### src/rtl/cartridge_display_processor_assert.svh
// assertion macros used by the top rtl module
`ifndef CARTRIDGE_DISPLAY_PROCESSOR_ASSERT_SVH
`define CARTRIDGE_DISPLAY_PROCESSOR_ASSERT_SVH

`ifndef SYNTH
// property checked outside reset
`define CDP_ASSERT(label, clk, rst, prop, msg) \
  label: assert property (@(posedge clk) disable iff (rst) prop) else $error(msg);
// property checked on every edge, reset included
`define CDP_ASSERT_ALWAYS(label, clk, prop, msg) \
  label: assert property (@(posedge clk) prop) else $error(msg);
`else
`define CDP_ASSERT(label, clk, rst, prop, msg)
`define CDP_ASSERT_ALWAYS(label, clk, prop, msg)
`endif

`endif

### src/rtl/cdp_pkg.sv
package cdp_pkg;

  // sizes
  localparam int FETCHER_COUNT  = 8;
  localparam int ROM_DEPTH      = 2048;
  localparam int ROM_ADDR_W     = $clog2(ROM_DEPTH);
  localparam int FETCH_IDX_W    = $clog2(FETCHER_COUNT);
  localparam int COUNT_W        = 11;
  localparam int MUSIC_W        = 9;
  localparam int MUSIC_CHANNELS = 3;
  localparam int MUSIC_FIRST    = 5;

  // opcodes
  localparam logic [1:0] OP_ACCESS = 2'd0;
  localparam logic [1:0] OP_TICK   = 2'd1;
  localparam logic [1:0] OP_LOAD   = 2'd2;

  // read port groups (port bits 5..3)
  localparam logic [2:0] RD_RANDOM    = 3'd0;
  localparam logic [2:0] RD_FETCH     = 3'd1;
  localparam logic [2:0] RD_FETCH_WIN = 3'd2;
  localparam logic [2:0] RD_FLAG      = 3'd7;

  // write port groups (port bits 5..3)
  localparam logic [2:0] WR_TOP      = 3'd0;
  localparam logic [2:0] WR_BOTTOM   = 3'd1;
  localparam logic [2:0] WR_COUNT_LO = 3'd2;
  localparam logic [2:0] WR_COUNT_HI = 3'd3;
  localparam logic [2:0] WR_RANDOM   = 3'd6;

  localparam logic [COUNT_W-1:0] COUNT_MAX    = '1;
  localparam logic [MUSIC_W-1:0] MUSIC_RELOAD = '1;
  localparam logic [7:0]         RANDOM_SEED  = 8'h01;

  // note scaling: floor(d * 129 / 79) through a reciprocal multiply
  localparam int TUNE_MUL   = 129;
  localparam int TUNE_DIV   = 79;
  localparam int TUNE_SHIFT = 22;
  localparam int TUNE_RECIP = ((1 << TUNE_SHIFT) + TUNE_DIV - 1) / TUNE_DIV;

  // flag mix to audio level, index {f7, f6, f5}
  localparam logic [3:0] MIX_TABLE [8] = '{4'h0, 4'h6, 4'h5, 4'hb,
                                           4'h4, 4'ha, 4'h9, 4'hf};

  typedef struct packed {
    logic                  we;
    logic                  re;
    logic [ROM_ADDR_W-1:0] addr;
    logic [7:0]            wdata;
  } rom_req_t;

  typedef struct packed {
    logic       use_rom;
    logic       rom_mask;
    logic [7:0] data;
    logic [3:0] level;
  } cdp_result_t;

  function automatic logic [MUSIC_W-1:0] tune(input logic [7:0] d);
    logic [15:0] x;
    logic [31:0] prod;
    x    = 16'(d) * 16'(TUNE_MUL);
    prod = 32'(x) * 32'(TUNE_RECIP);
    return prod[TUNE_SHIFT +: MUSIC_W];
  endfunction

endpackage

### src/rtl/cdp_core.sv
module cdp_core (
  input  logic                      clk,
  input  logic                      rst,
  input  logic                      accept,
  input  logic [1:0]                opcode,
  input  logic [6:0]                port_offset,
  input  logic [7:0]                bus_data,
  input  logic [10:0]               rom_address,
  output cdp_pkg::rom_req_t         rom_req,
  output cdp_pkg::cdp_result_t      result
);

  logic [cdp_pkg::COUNT_W-1:0] fetch_count [cdp_pkg::FETCHER_COUNT];
  logic [7:0]                  fetch_top [cdp_pkg::FETCHER_COUNT];
  logic [7:0]                  fetch_bottom [cdp_pkg::FETCHER_COUNT];
  logic [cdp_pkg::FETCHER_COUNT-1:0] window_flag;
  logic [cdp_pkg::MUSIC_CHANNELS-1:0] music_enable;
  logic [cdp_pkg::MUSIC_W-1:0] music_top [cdp_pkg::MUSIC_CHANNELS];
  logic [cdp_pkg::MUSIC_W-1:0] music_bottom [cdp_pkg::MUSIC_CHANNELS];
  logic [cdp_pkg::MUSIC_W-1:0] music_count [cdp_pkg::MUSIC_CHANNELS];
  logic [7:0]                  random_shift;
  logic [3:0]                  mixed_level;

  logic [cdp_pkg::COUNT_W-1:0] fetch_count_next [cdp_pkg::FETCHER_COUNT];
  logic [7:0]                  fetch_top_next [cdp_pkg::FETCHER_COUNT];
  logic [7:0]                  fetch_bottom_next [cdp_pkg::FETCHER_COUNT];
  logic [cdp_pkg::FETCHER_COUNT-1:0] window_flag_next;
  logic [cdp_pkg::MUSIC_CHANNELS-1:0] music_enable_next;
  logic [cdp_pkg::MUSIC_W-1:0] music_top_next [cdp_pkg::MUSIC_CHANNELS];
  logic [cdp_pkg::MUSIC_W-1:0] music_bottom_next [cdp_pkg::MUSIC_CHANNELS];
  logic [cdp_pkg::MUSIC_W-1:0] music_count_next [cdp_pkg::MUSIC_CHANNELS];
  logic [7:0]                  random_shift_next;
  logic [3:0]                  mixed_level_next;

  logic [cdp_pkg::FETCH_IDX_W-1:0] n;
  logic [2:0]                      grp;
  logic [cdp_pkg::COUNT_W-1:0]     cur_count;
  logic                            fetch_flag;
  logic [cdp_pkg::MUSIC_W-1:0]     tuned;
  logic                            feedback;

  assign n        = port_offset[2:0];
  assign grp      = port_offset[5:3];
  assign cur_count = fetch_count[n];
  assign tuned    = cdp_pkg::tune(bus_data);
  assign feedback = ~(random_shift[7] ^ random_shift[5] ^ random_shift[4] ^ random_shift[3]);

  // window flag as a fetch leaves it: set on top, then cleared on bottom
  always_comb begin
    fetch_flag = window_flag[n];
    if (cur_count[7:0] == fetch_top[n]) begin
      fetch_flag = 1'b1;
    end
    if (cur_count[7:0] == fetch_bottom[n]) begin
      fetch_flag = 1'b0;
    end
  end

  // next state and result for the accepted request
  always_comb begin
    fetch_count_next  = fetch_count;
    fetch_top_next    = fetch_top;
    fetch_bottom_next = fetch_bottom;
    window_flag_next  = window_flag;
    music_enable_next = music_enable;
    music_top_next    = music_top;
    music_bottom_next = music_bottom;
    music_count_next  = music_count;
    random_shift_next = random_shift;
    mixed_level_next  = mixed_level;
    rom_req           = '0;
    result            = '0;

    if (accept) begin
      case (opcode)
        cdp_pkg::OP_ACCESS: begin
          if (!port_offset[6]) begin
            case (grp)
              cdp_pkg::RD_RANDOM: begin
                if (port_offset[2]) begin
                  result.data = {4'h0, mixed_level};
                end else begin
                  random_shift_next = {random_shift[6:0], feedback};
                  result.data       = {random_shift[6:0], feedback};
                end
              end
              cdp_pkg::RD_FETCH, cdp_pkg::RD_FETCH_WIN: begin
                window_flag_next[n] = fetch_flag;
                fetch_count_next[n] = cur_count - 1'b1;
                rom_req.re          = 1'b1;
                rom_req.addr        = cdp_pkg::COUNT_MAX - cur_count;
                result.use_rom      = 1'b1;
                result.rom_mask     = (grp == cdp_pkg::RD_FETCH) ? 1'b1 : fetch_flag;
              end
              cdp_pkg::RD_FLAG: begin
                result.data = window_flag[n] ? 8'hff : 8'h00;
              end
              default: begin
              end
            endcase
          end else begin
            case (grp)
              cdp_pkg::WR_TOP: begin
                fetch_top_next[n] = bus_data;
                for (int k = 0; k < cdp_pkg::MUSIC_CHANNELS; k++) begin
                  if (n == cdp_pkg::FETCH_IDX_W'(cdp_pkg::MUSIC_FIRST + k)) begin
                    music_top_next[k] = tuned;
                  end
                end
              end
              cdp_pkg::WR_BOTTOM: begin
                fetch_bottom_next[n] = bus_data;
                for (int k = 0; k < cdp_pkg::MUSIC_CHANNELS; k++) begin
                  if (n == cdp_pkg::FETCH_IDX_W'(cdp_pkg::MUSIC_FIRST + k)) begin
                    music_bottom_next[k] = tuned;
                  end
                end
              end
              cdp_pkg::WR_COUNT_LO: begin
                fetch_count_next[n] = {cur_count[10:8], bus_data};
                for (int k = 0; k < cdp_pkg::MUSIC_CHANNELS; k++) begin
                  if (n == cdp_pkg::FETCH_IDX_W'(cdp_pkg::MUSIC_FIRST + k)) begin
                    music_count_next[k] = tuned;
                  end
                end
              end
              cdp_pkg::WR_COUNT_HI: begin
                fetch_count_next[n] = {bus_data[2:0], cur_count[7:0]};
                window_flag_next[n] = 1'b0;
                for (int k = 0; k < cdp_pkg::MUSIC_CHANNELS; k++) begin
                  if (n == cdp_pkg::FETCH_IDX_W'(cdp_pkg::MUSIC_FIRST + k)) begin
                    music_enable_next[k] = bus_data[4];
                  end
                end
              end
              cdp_pkg::WR_RANDOM: begin
                random_shift_next = cdp_pkg::RANDOM_SEED;
              end
              default: begin
              end
            endcase
          end
        end
        cdp_pkg::OP_TICK: begin
          // each enabled channel steps its square-wave counter
          for (int k = 0; k < cdp_pkg::MUSIC_CHANNELS; k++) begin
            if (music_enable[k]) begin
              if (music_count[k] == music_bottom[k]) begin
                window_flag_next[cdp_pkg::MUSIC_FIRST + k] = 1'b0;
                music_count_next[k] = music_count[k] - 1'b1;
              end else if (music_count[k] == cdp_pkg::MUSIC_RELOAD) begin
                window_flag_next[cdp_pkg::MUSIC_FIRST + k] = 1'b1;
                music_count_next[k] = music_top[k];
              end else begin
                music_count_next[k] = music_count[k] - 1'b1;
              end
            end
          end
          mixed_level_next = cdp_pkg::MIX_TABLE[
            window_flag_next[cdp_pkg::MUSIC_FIRST +: cdp_pkg::MUSIC_CHANNELS]];
        end
        cdp_pkg::OP_LOAD: begin
          rom_req.we    = 1'b1;
          rom_req.addr  = rom_address;
          rom_req.wdata = bus_data;
        end
        default: begin
        end
      endcase
    end

    result.level = mixed_level_next;
  end

  // architectural state
  always_ff @(posedge clk) begin
    if (rst) begin
      for (int i = 0; i < cdp_pkg::FETCHER_COUNT; i++) begin
        fetch_count[i]  <= '0;
        fetch_top[i]    <= '0;
        fetch_bottom[i] <= '0;
      end
      for (int k = 0; k < cdp_pkg::MUSIC_CHANNELS; k++) begin
        music_top[k]    <= '0;
        music_bottom[k] <= '0;
        music_count[k]  <= '0;
      end
      window_flag  <= '0;
      music_enable <= '0;
      random_shift <= cdp_pkg::RANDOM_SEED;
      mixed_level  <= '0;
    end else begin
      fetch_count  <= fetch_count_next;
      fetch_top    <= fetch_top_next;
      fetch_bottom <= fetch_bottom_next;
      music_top    <= music_top_next;
      music_bottom <= music_bottom_next;
      music_count  <= music_count_next;
      window_flag  <= window_flag_next;
      music_enable <= music_enable_next;
      random_shift <= random_shift_next;
      mixed_level  <= mixed_level_next;
    end
  end

endmodule

### config.mk
export PLATFORM = sky130hd
export DESIGN_NAME = cdp_core
export DESIGN_NICKNAME = d
export VERILOG_FILES = /design/src/rtl/cartridge_display_processor_assert.svh /design/src/rtl/cdp_pkg.sv /design/src/rtl/cdp_core.sv
export SDC_FILE = /design/constraint.sdc
export NUM_CORES = 1
export LEC_CHECK = 0
export ABC_AREA = 0
export CORE_MARGIN = 2
export CORE_UTILIZATION = 60
export DETAILED_ROUTE_END_ITERATION = 10
export DONT_BUFFER_PORTS = 1
export PLACE_DENSITY_LB_ADDON = 0.15
export SLEW_MARGIN = 5
export SYNTH_ARGS = -nofsm -noshare
export SYNTH_HDL_FRONTEND = slang
export SYNTH_SLANG_ARGS = --single-unit
export TNS_END_PERCENT = 5
### constraint.sdc
create_clock -name clk -period 8.1 [get_ports clk]
set_input_delay 1.62 -clock clk [delete_from_list [all_inputs] [get_ports clk]]
set_output_delay 1.62 -clock clk [all_outputs]
set_load 0.02 [all_outputs]
=== Word level (Yosys, flattened, before mapping) ===
Memory sizes are Yosys's and may differ from the RTL's.
Index checks and enable logic that the tools add are counted.

* $mul: 2
* Equality and inequality tests: 32
* Bitwise operators: 8
* Order comparisons: 5
* $add $sub $neg: 5
* Multiplexer cells: 85
* Reduce and logical (&&, ||, !) cells: 26

{| class="wikitable"
|+ Operators by type and width
! operator !! count
|-
| 88-bit bitwise mux || 3
|-
| 88-bit two-way mux || 2
|-
| 88-bit case mux with 2 select lines || 1
|-
| 64-bit bitwise mux || 2
|-
| 8-bit two-way mux || 15
|-
| 9-bit two-way mux || 12
|-
| 27-bit two-way mux || 2
|-
| 27-bit case mux with 2 select lines || 1
|-
| 5-bit AND reduction || 10
|-
| 8-bit binary-select mux with 3-bit select || 2
|-
| 11-bit binary-select mux with 3-bit select || 1
|-
| 11-bit demux with 3-bit select || 1
|-
| 11-bit two-way mux || 3
|-
| 16-bit by 16-bit multiplier with 31-bit output (second input constant) || 1
|-
| 10-bit two-way mux || 3
|-
| 9-bit equality test || 3
|-
| 9-bit equality test (second input constant) || 3
|-
| 9-bit by 1-bit subtractor with 9-bit output (second input constant) || 3
|-
| 8-bit demux with 3-bit select || 1
|-
| 12-bit two-way mux || 2
|-
| 1-bit two-way mux || 22
|-
| 11-bit case mux with 2 select lines || 1
|-
| 21-bit two-way mux || 1
|-
| 4-bit AND reduction || 5
|-
| other kinds (35) || 63
|}

* Bits in registers: 320
* Memory bits (read-only): 32
* Memories kept: 1
* Logic and storage cells: 204

{| class="wikitable"
|+ Memories
! memory !! words !! bits a word !! read ports !! clocked after memory_dff !! write ports !! RTL line !! text
|-
| (no name shown) || 8 || 4 || 1 || 0 || 0 || cdp_core.sv:159 || <nowiki>mixed_level_next = cdp_pkg::MIX_TABLE[</nowiki>
|}

=== Depth between registers and ports, before layout ===
Gate-level depths: netlist (run 1).

* Depth after elaboration: 12
* Mapped depth: 25
* Depth with buffers taken out: 23

=== Least setup slack after synthesis (run 1) ===
OpenSTA, ideal clock, no wires.

* Path type: input to register
* From: input port bus_data[0]
* To: register music_count[22] (netlist name)
* Path slack: 0.779 ns
* Required time: 7.958 ns
* Stages on the path: 23
* Arrival time: 7.179 ns
* Buffers on the path: 1
* Path through: ha_1 > and3_1 > clkbuf_1 > xor2_1 > ha_1 > inv_1 > fa_1 > inv_1 > fa_1 > fa_1 > fa_1 > inv_1 > fa_1 > inv_1 > ha_1 > a21o_1 > nand3_1 > a21oi_1 > a211o_1 > a21oi_1 > o21ba_2 > xor2_1 > o221ai_1

* Word-level cells in the longest chain between the ends: 6

{| class="wikitable"
|+ Ends and longest elaborated chain
! what !! RTL line !! text
|-
| from (decl) || cdp_core.sv:7 || <nowiki>input logic [7:0] bus_data,</nowiki>
|-
| 8-bit by 8-bit multiplier with 16-bit output || cdp_pkg.sv:62 || <nowiki>x = 16'(d) * 16'(TUNE_MUL);</nowiki>
|-
| 16-bit by 16-bit multiplier with 31-bit output || cdp_pkg.sv:63 || <nowiki>prod = 32'(x) * 32'(TUNE_RECIP);</nowiki>
|-
| 9-bit two-way mux || cdp_core.sv:122 || <nowiki>if (n == cdp_pkg::FETCH_IDX_W'(cdp_pkg::MUSIC_FIRST + k)) begin</nowiki>
|-
| 27-bit two-way mux || cdp_core.sv:102 || <nowiki>case (grp)</nowiki>
|-
| 27-bit two-way mux || cdp_core.sv:77 || <nowiki>if (!port_offset[6]) begin</nowiki>
|-
| 27-bit case mux with 2 select lines || cdp_core.sv:75 || <nowiki>case (opcode)</nowiki>
|-
| to (signal assigned) || cdp_core.sv:198 || <nowiki>music_count <= music_count_next;</nowiki>
|-
| to (decl) || cdp_core.sv:20 || <nowiki>logic [cdp_pkg::MUSIC_W-1:0] music_count [cdp_pkg::MUSIC_CHANNELS];</nowiki>
|}

Every way passes these cells. The select of a mux whose other input is x is not followed.
A chain may end at the register's enable or synchronous reset.

=== Worst setup path after layout (run 1) ===
* From: input port bus_data[0]
* To: register music_count[3] (netlist name)

Same word-level chain as after synthesis.

==> summary.txt, run 1 <==
Synth
  • Gate Count Post-Synth: 2422
  • Synth top cells by count: 320 x sky130_fd_sc_hd__dfxtp_1, 300 x sky130_fd_sc_hd__nand2_1, 217 x sky130_fd_sc_hd__nor2_1
  • Top cell type by total area after synthesis: sky130_fd_sc_hd__dfxtp_1
  • Top cell type's share of synthesized area: 31.2%
  • Ys Warns: 0
  • Async set or reset register ratio after synthesis: 0%
  • Simple-Gate Fraction of Synth Area: 16.4%
  • Sequential-to-total area share from yosys stat: 31.2%
  • Mux share of post-synthesis cell area: 6.80%
  • Post-Syn Area per Cell: 8.49 um2
  • Yosys cell types: 82
  • Post-Syn Area: 0.0206 mm2
  • XOR/XNOR share of the synthesized area: 4.43%
  • Synth Net Count: 2668
  • Top post-synthesis cells by area: sky130_fd_sc_hd__dfxtp_1 31%, sky130_fd_sc_hd__fa_1 8.9%, sky130_fd_sc_hd__ha_1 7.5%, sky130_fd_sc_hd__nand2_1 5.5%, sky130_fd_sc_hd__a21oi_1 4.6%
  • Number of synthesized flops with an enable pin: 0
  • Most numerous cell in the Yosys netlist: sky130_fd_sc_hd__dfxtp_1
  • Synthesized-area fraction occupied by ao, oa, aoi and oai cells: 17.9%
  • Synth Area in Adders: 16.4%
  • Yosys reg bits: 320
  • Primary FF master, synth: sky130_fd_sc_hd__dfxtp_1
  • Main combinational cell family by area after synthesis: compound AO/OA/AOI/OAI gates

STA
  • Final TNS setup: 0 ns
  • Setup violations, final: 0
  • Final worst path period share: 92.5%
  • RSZ-0062 raised after global routing: false
  • Slew Limit Headroom: 22.1%
  • Final-report max-slew violation count: 0
  • Number of hold-slack violations in the final timing report: 0
  • Final critical-path required period: 7.50 ns
  • Worst-Margin Slew: 1.16 ns
  • Highest attainable clock frequency: 133 MHz
  • Post-route clock skew: 0.0309 ns

Power and ir drop
  • Power density over the cells: 316 mW/mm2
  • Maximum vdd drop: 0.588 mV
  • Leakage power: 8.79 nW

Route
  • DR vias: 17900
  • Final ANT Viol Nets: 0
  • Total length of routed wires: 60.9 mm
  • WL/cell: 21.7 um
  • Drc violations: 0
  • Detailed-routing iteration count for the pre-antenna-repair pass: 6
  • Initial drt markers: 1894
  • Mean number of vias per cell: 6.37

Clock network
  • Number of buffers between clock root and the deepest sink: 3
  • Clock latency on the worst-skew pair: 0.53 ns
  • Number of sinks on the clock net: 320
  • Count of H-tree levels built during CTS: 2
  • Buffer type at the clock tree root: sky130_fd_sc_hd__clkbuf_16
  • Clock transition at path regs: 0.06 ns
  • Number of buffers inserted during clock tree synthesis: 36
  • Number of hold-repair buffers added at the cts stage: 0
  • CTS resizes: 0
  • Number of setup buffers added after CTS: 0
  • Clock tree from TritonCTS: yes

Setup path
  • Type of the setup path with the least slack: input port to register
  • Crit path largest cell delay: 0.95 ns
  • CP cell instances: ha_1 -> and3_1 -> xor2_1 -> ha_1 -> inv_1 -> fa_1 -> inv_1 -> fa_1 -> fa_1 -> fa_1 -> inv_1 -> fa_1 -> inv_1 -> ha_1 -> nand4_1 -> o21a_1 -> a21oi_1 -> a211o_1 -> a21oi_1 -> xnor2_1 -> nand3_1 -> o311ai_0
  • Cell repeated most along the worst path: sky130_fd_sc_hd__fa_1
  • Kind of start point of the critical path: input port
  • Worst setup path startpoint: bus_data[0]
  • Worst Setup End Kind: register
  • Worst reg-to-reg path cell count: 10
  • Data arrival time of the critical path: 7.91 ns
  • Max Fanout on Critical Path: 27
  • CP Data Required Time: 8.52 ns
  • Cell with the largest stage delay on the worst path: sky130_fd_sc_hd__xnor2_1
  • Minimum setup slack among reg-to-reg paths: 4.72 ns
  • Worst reg2reg path startpoint: music_count[14]

Worst hold path
  • Type of the most critical hold path: register to register
  • Cell depth of the worst hold path: 2
  • Hold path startpoint: fetch_top[8]

Layout
  • Final Util: 65.3%
  • Finished layout cell area: 0.0220 mm2
  • Share of cells above drive strength 1: 7.34%
  • Synth-to-Final Area Change: 6.75%
  • Post-layout net count: 2578
  • Ant. Diodes: 0

Global routing
  • Maximum number of pins on one net before global-route repair: 273
  • Remaining global-route overflow: 0
  • Number of global-route vias before repair: 17700
  • First-pass GRT wire length: 96.6 mm
  • Total global-route track usage: 34.0%
  • Initial antenna violation count: 1

Job
  • Number of maximum-capacitance violations: 0

Placed design
  • # port buffers: 0
  • Standard cell area after detailed placement: 0.0207 mm2
  • Detailed placer's ending HPWL: 41.6 mm
  • Routability Congestion: 0.923

Die
  • Die area: 0.0358 mm2
  • Number of rows in the core area: 67
  • Initial Utilization: 61.2%
  • Chip width: 189 um
  • Placeable core region: 0.0336 mm2
  • # IOs: 66
  • Die H: 189 um

Outcome
  • Outcome: completed
power by group:
group	internal, mW	leakage (nW)	switching (mW)
registers	1.59	2.58	0.0238
logic	1.35	5.62	2.30
clock network	0.992	0.595	0.665
kinds of logic after synthesis:
family,count (synthesis)
mux,111
compound gates,558
simple gates,762
fa+ha+maj,215
buf+inv,352
flops,320
xor+xnor,104
per-stage QoR:
stage	setup WS (ns)	hold slack, ns	power [mW]	instances
2_1_floorplan	0.779	0.432	4.00	2422
5_1_grt	0.432	0.471	7.39	2804
3_3_place_gp	0.301	0.438	5.16	2742
3_5_place_dp	0.236	0.445	5.24	2742
6_report	0.604	0.452	6.93	2804
4_1_cts	0.752	0.451	6.90	2804
path summary, 6_finish.rpt:
| kind | endpoint |
|---|---|
| worst max-delay path | music_count[3] |
| worst min-delay path | fetch_top[8] |
| worst max register to register | mixed_level[2] |
| worst min register to register | fetch_top[8] |
cells in the final DEF (no fill, tap or decap), types with 7 or more instances in the layout:
master,count
sky130_fd_sc_hd__nand2_1,300
sky130_fd_sc_hd__xnor2_1,71
sky130_fd_sc_hd__or3_1,10
sky130_fd_sc_hd__o311ai_0,21
sky130_fd_sc_hd__a21oi_1,191
sky130_fd_sc_hd__nor2_1,214
sky130_fd_sc_hd__nor3_1,33
sky130_fd_sc_hd__fa_1,91
sky130_fd_sc_hd__mux2_2,20
sky130_fd_sc_hd__clkbuf_16,38
sky130_fd_sc_hd__a21o_1,14
sky130_fd_sc_hd__clkbuf_8,8
sky130_fd_sc_hd__xor2_1,33
sky130_fd_sc_hd__nand3_1,92
sky130_fd_sc_hd__a221o_1,11
sky130_fd_sc_hd__nor4_1,10
sky130_fd_sc_hd__o21ai_0,97
sky130_fd_sc_hd__mux2i_1,66
sky130_fd_sc_hd__inv_1,183
sky130_fd_sc_hd__and2_1,10
sky130_fd_sc_hd__o22ai_1,11
sky130_fd_sc_hd__a211oi_1,39
sky130_fd_sc_hd__nor2b_1,12
sky130_fd_sc_hd__mux4_2,19
sky130_fd_sc_hd__o211ai_1,23
sky130_fd_sc_hd__nor3b_1,9
sky130_fd_sc_hd__a31oi_1,19
sky130_fd_sc_hd__and3_1,13
sky130_fd_sc_hd__a221oi_1,28
sky130_fd_sc_hd__o2111ai_1,7
sky130_fd_sc_hd__buf_4,39
sky130_fd_sc_hd__o221ai_1,12
sky130_fd_sc_hd__nand4_1,23
sky130_fd_sc_hd__dfxtp_1,320
sky130_fd_sc_hd__ha_1,124
sky130_fd_sc_hd__a22oi_1,19
worst max-delay path, delay by kind of cell:
kind,cells,cell delay (ns)
xor gates and xnor gates,2,1.27
buffers and inverters,4,0.32
adders and majority gates,8,3.10
AOI/OAI and AO/OA,5,0.96
and+or+nand+nor,3,0.59
metal layers:
layer	GRT usage, %	wire, um	part of all wire, %
met5	0	0	0
met4	15.2	2700	4.4
met3	5.63	5390	8.9
met2	54.9	28300	46
met1	44.9	24500	40
state kept, by name, indices dropped and copies added, names as in the netlist:
register / count
fetch_bottom: 64
fetch_count: 88
fetch_top: 64
mixed_level: 4
music_bottom: 27
music_count: 27
music_enable: 3
music_top: 27
random_shift: 8
window_flag: 8
cell type report:
type / instances / area (um2)
clock buffer: 51 / 1080
multi-input combinational: 1750 / 12800
sequential: 320 / 6410
timing repair buffer: 39 / 293
inverter: 185 / 694
clock inverter: 11 / 123
fill: 2820 / 11700
tap: 448 / 561
Note: power is estimated with default switching activity, not from simulation.
==> run 2, diff against run 1 <==
- MAX_ROUTING_LAYER: unset -> met4
- clock period: 8.1 -> 8.85 ns (I/O delays scaled with it)
==> run 2 against run 1 <==
Worst setup slack improved by 0.66 ns. Sequential share of layout area about the same. Critical endpoint is now music_count[17]. Sequential power shrank 8%. Register-to-register slack improved by 0.52 ns. Largest power group unchanged. Largest cell class unchanged. First-iteration DRC count rose by 1.2%. Clock power shrank 6%. Final cell count is 0.11% lower. Utilization shrank 0.063 points. Hold slack better by 0.0011 ns. Combinational power fell by 6.3%. Routed wire length grew 0.94%. Cell area about the same.
==> summary.txt, run 2 (synthesized netlist as in run 1, its figures left out) <==
Outcome
  • Outcome: completed

Route
  • Drc violations: 0 (unchanged)
  • Initial drt markers: 1916 (+1.2%)
  • DR vias: 17800 (-0.44%)
  • Final ANT Viol Nets: 0 (unchanged)
  • Total length of routed wires: 61.4 mm (+0.94%)
  • Detailed-routing iteration count for the pre-antenna-repair pass: 6 (unchanged)
  • Mean number of vias per cell: 6.35 (-0.33%)
  • WL/cell: 21.9 um (+1.1%)

Clock network
  • Count of H-tree levels built during CTS: 2 (unchanged)
  • Clock transition at path regs: 0.06 ns (about the same)
  • Buffer type at the clock tree root: sky130_fd_sc_hd__clkbuf_16
  • CTS resizes: 0 (unchanged)
  • Clock latency on the worst-skew pair: 0.55 ns (+0.02 ns)
  • Clock tree from TritonCTS: yes
  • Number of buffers inserted during clock tree synthesis: 37 (+2.8%)
  • Number of setup buffers added after CTS: 0 (unchanged)
  • Number of buffers between clock root and the deepest sink: 3 (unchanged)
  • Number of sinks on the clock net: 320 (unchanged)
  • Number of hold-repair buffers added at the cts stage: 0 (unchanged)

Placed design
  • Number of placed instances with taps included: 2735 (-0.26%)
  • Detailed placer's ending HPWL: 41.8 mm (+0.47%)
  • Routability Congestion: 0.927 (+0.40%)
  • # port buffers: 0 (unchanged)

Setup path
  • CP cell instances: ha_1 -> and3_1 -> nand2_1 -> xnor2_1 -> inv_1 -> fa_1 -> inv_1 -> fa_1 -> fa_1 -> fa_1 -> inv_1 -> fa_1 -> inv_1 -> ha_1 -> nand4_1 -> o21a_1 -> a21oi_1 -> a211o_1 -> a21bo_2 -> a31oi_1 -> xnor2_1 -> o221ai_1
  • Worst reg-to-reg path cell count: 10 (unchanged)
  • CP Data Required Time: 9.22 ns (+0.70 ns)
  • CP top delay family: adder cells
  • Max Fanout on Critical Path: 22 (-19%)
  • Worst setup path startpoint: bus_data[7]
  • Crit path largest cell delay: 0.87 ns (-0.08 ns)
  • Type of the setup path with the least slack: input port to register
  • Worst Setup EP: music_count[17]
  • Minimum setup slack among reg-to-reg paths: 5.24 ns (+0.52 ns)
  • Worst Setup End Kind: register
  • Cell with the largest stage delay on the worst path: sky130_fd_sc_hd__xnor2_1
  • Data arrival time of the critical path: 7.96 ns (+0.05 ns)
  • Path length in cells of the critical path: 22 (unchanged)
  • Critical R2R Capture: mixed_level[2]
  • Worst reg2reg path startpoint: music_count[14]
  • Kind of start point of the critical path: input port
  • Worst path bufs/invs: 4 (unchanged)
  • Cell repeated most along the worst path: sky130_fd_sc_hd__fa_1

Layout
  • Footprint of the multi-input gates: 0.0128 mm2 (unchanged)
  • Final Util: 65.2% (about the same)
  • Finished Layout Cells: 2801 (-0.11%)
  • Ant. Diodes: 0 (unchanged)
  • Fill count: 2917 (+3.4%)
  • Max reg flops: 88 (unchanged)
  • Share of cells above drive strength 1: 7.01% (-0.33 points)
  • Post-layout net count: 2572 (-0.23%)
  • Most frequent standard cell in the layout excluding fill and tap cells: sky130_fd_sc_hd__dfxtp_1
  • Footprint of the flip-flops and latches: 0.00641 mm2 (unchanged)
  • Synth-to-Final Area Change: 6.64% (about the same)
  • Top flop regs: fetch_count: 88 flops, fetch_bottom: 64 flops, fetch_top: 64 flops
  • Most frequent cells in the layout: 320 x sky130_fd_sc_hd__dfxtp_1, 300 x sky130_fd_sc_hd__nand2_1, 214 x sky130_fd_sc_hd__nor2_1, 191 x sky130_fd_sc_hd__a21oi_1, 183 x sky130_fd_sc_hd__inv_1
  • Biggest register: fetch_count

STA
  • Number of hold-slack violations in the final timing report: 0 (unchanged)
  • Setup violations, final: 0 (unchanged)
  • Final critical-path required period: 7.59 ns
  • Worst-Margin Slew: 1.14 ns (-0.0229 ns)
  • Final worst path period share: 85.7%
  • Highest attainable clock frequency: 132 MHz
  • Slew Limit Headroom: 24.0% (+1.9 points)
  • RSZ-0062 raised after global routing: false
  • Final-report max-slew violation count: 0 (unchanged)
  • Final TNS setup: 0 ns (unchanged)
  • Post-route clock skew: 0.0146 ns (-0.0163 ns)
  • WHS: 0.453 ns (+0.00114 ns)

Job
  • Number of maximum-capacitance violations: 0 (unchanged)

Power and ir drop
  • Power density over the cells: 295 mW/mm2 (-6.5%)
  • Maximum vdd drop: 1.11 mV (+88%)
  • Leakage power: 8.77 nW (-0.26%)
  • Sum of internal, switching and leakage power: 6.47 mW (-6.6%)

Die
  • Die H: 189 um (unchanged)
  • # IOs: 66 (unchanged)
  • Chip width: 189 um (unchanged)
  • Placeable core region: 0.0336 mm2 (unchanged)
  • Number of rows in the core area: 67 (unchanged)
  • Die area: 0.0358 mm2 (unchanged)
  • Initial Utilization: 61.2% (unchanged)

Global routing
  • Initial antenna violation count: 0 (-1)
  • First-pass GRT wire length: 97.1 mm (+0.53%)
  • Remaining global-route overflow: 0 (unchanged)
  • Number of global-route vias before repair: 17400 (-1.7%)
  • Maximum number of pins on one net before global-route repair: 273 (unchanged)
  • Total global-route track usage: 35.4% (+1.4 points)

Worst hold path
  • Type of the most critical hold path: register to register
## run 2: metal layers
metal	up-vias	global-route usage [%]	routed length, um
met5	-	-	0
met4	0	14.4	2530
met3	163	4.34	4650
met2	781	56.1	28600
met1	8592	46.3	25600
li1	8254	-	-
## run 2: power breakdown
group          switching (mW)  leakage [nW]  internal, mW
combinational            2.19          5.59          1.25
clock                   0.627         0.606         0.931
sequential             0.0223          2.58          1.46
## run 2: area by class of cell
cell class              instances  share of cell area, %
inverters                     185                   3.17
multi-input cells            1750                   58.3
repair buffers                 32                   1.10
clock inverters                11                  0.730
well taps                     448                   2.56
clock buffers                  55                   4.90
flip-flops and latches        320                   29.2
## run 2: worst min-delay path by stage
stage / slack [ns] / cells after the start / from / endpoint
detailed placement: 0.44 / 2 / fetch_top[33] / fetch_top[33]
CTS: 0.45 / 2 / fetch_top[22] / fetch_top[22]
global placement: 0.44 / 2 / fetch_bottom[2] / fetch_bottom[2]
global route: 0.47 / 2 / fetch_top[17] / fetch_top[17]
finish: 0.45 / 2 / fetch_top[22] / fetch_top[22]
floorplan: 0.43 / 2 / fetch_bottom[6] / fetch_bottom[6]
## run 2: worst reg2reg max path: cells and delay by family (launching register included)
kind                     cells  cell delay (ns)
AND/OR/NAND/NOR              4             1.52
AO/OA/AOI/OAI                2             0.89
flip-flops                   1             0.51
XOR/XNOR                     2             0.31
adder cells (fa/ha/maj)      1             0.24
buffers and inverters        1             0.10
## run 2: stage by stage
stage	setup slack, ns	instance area, um2
finish	1.26	21900
global placement	0.838	20700
global route	0.854	21900
CTS	1.29	21900
detailed placement	0.751	20700
floorplan	1.38	20600
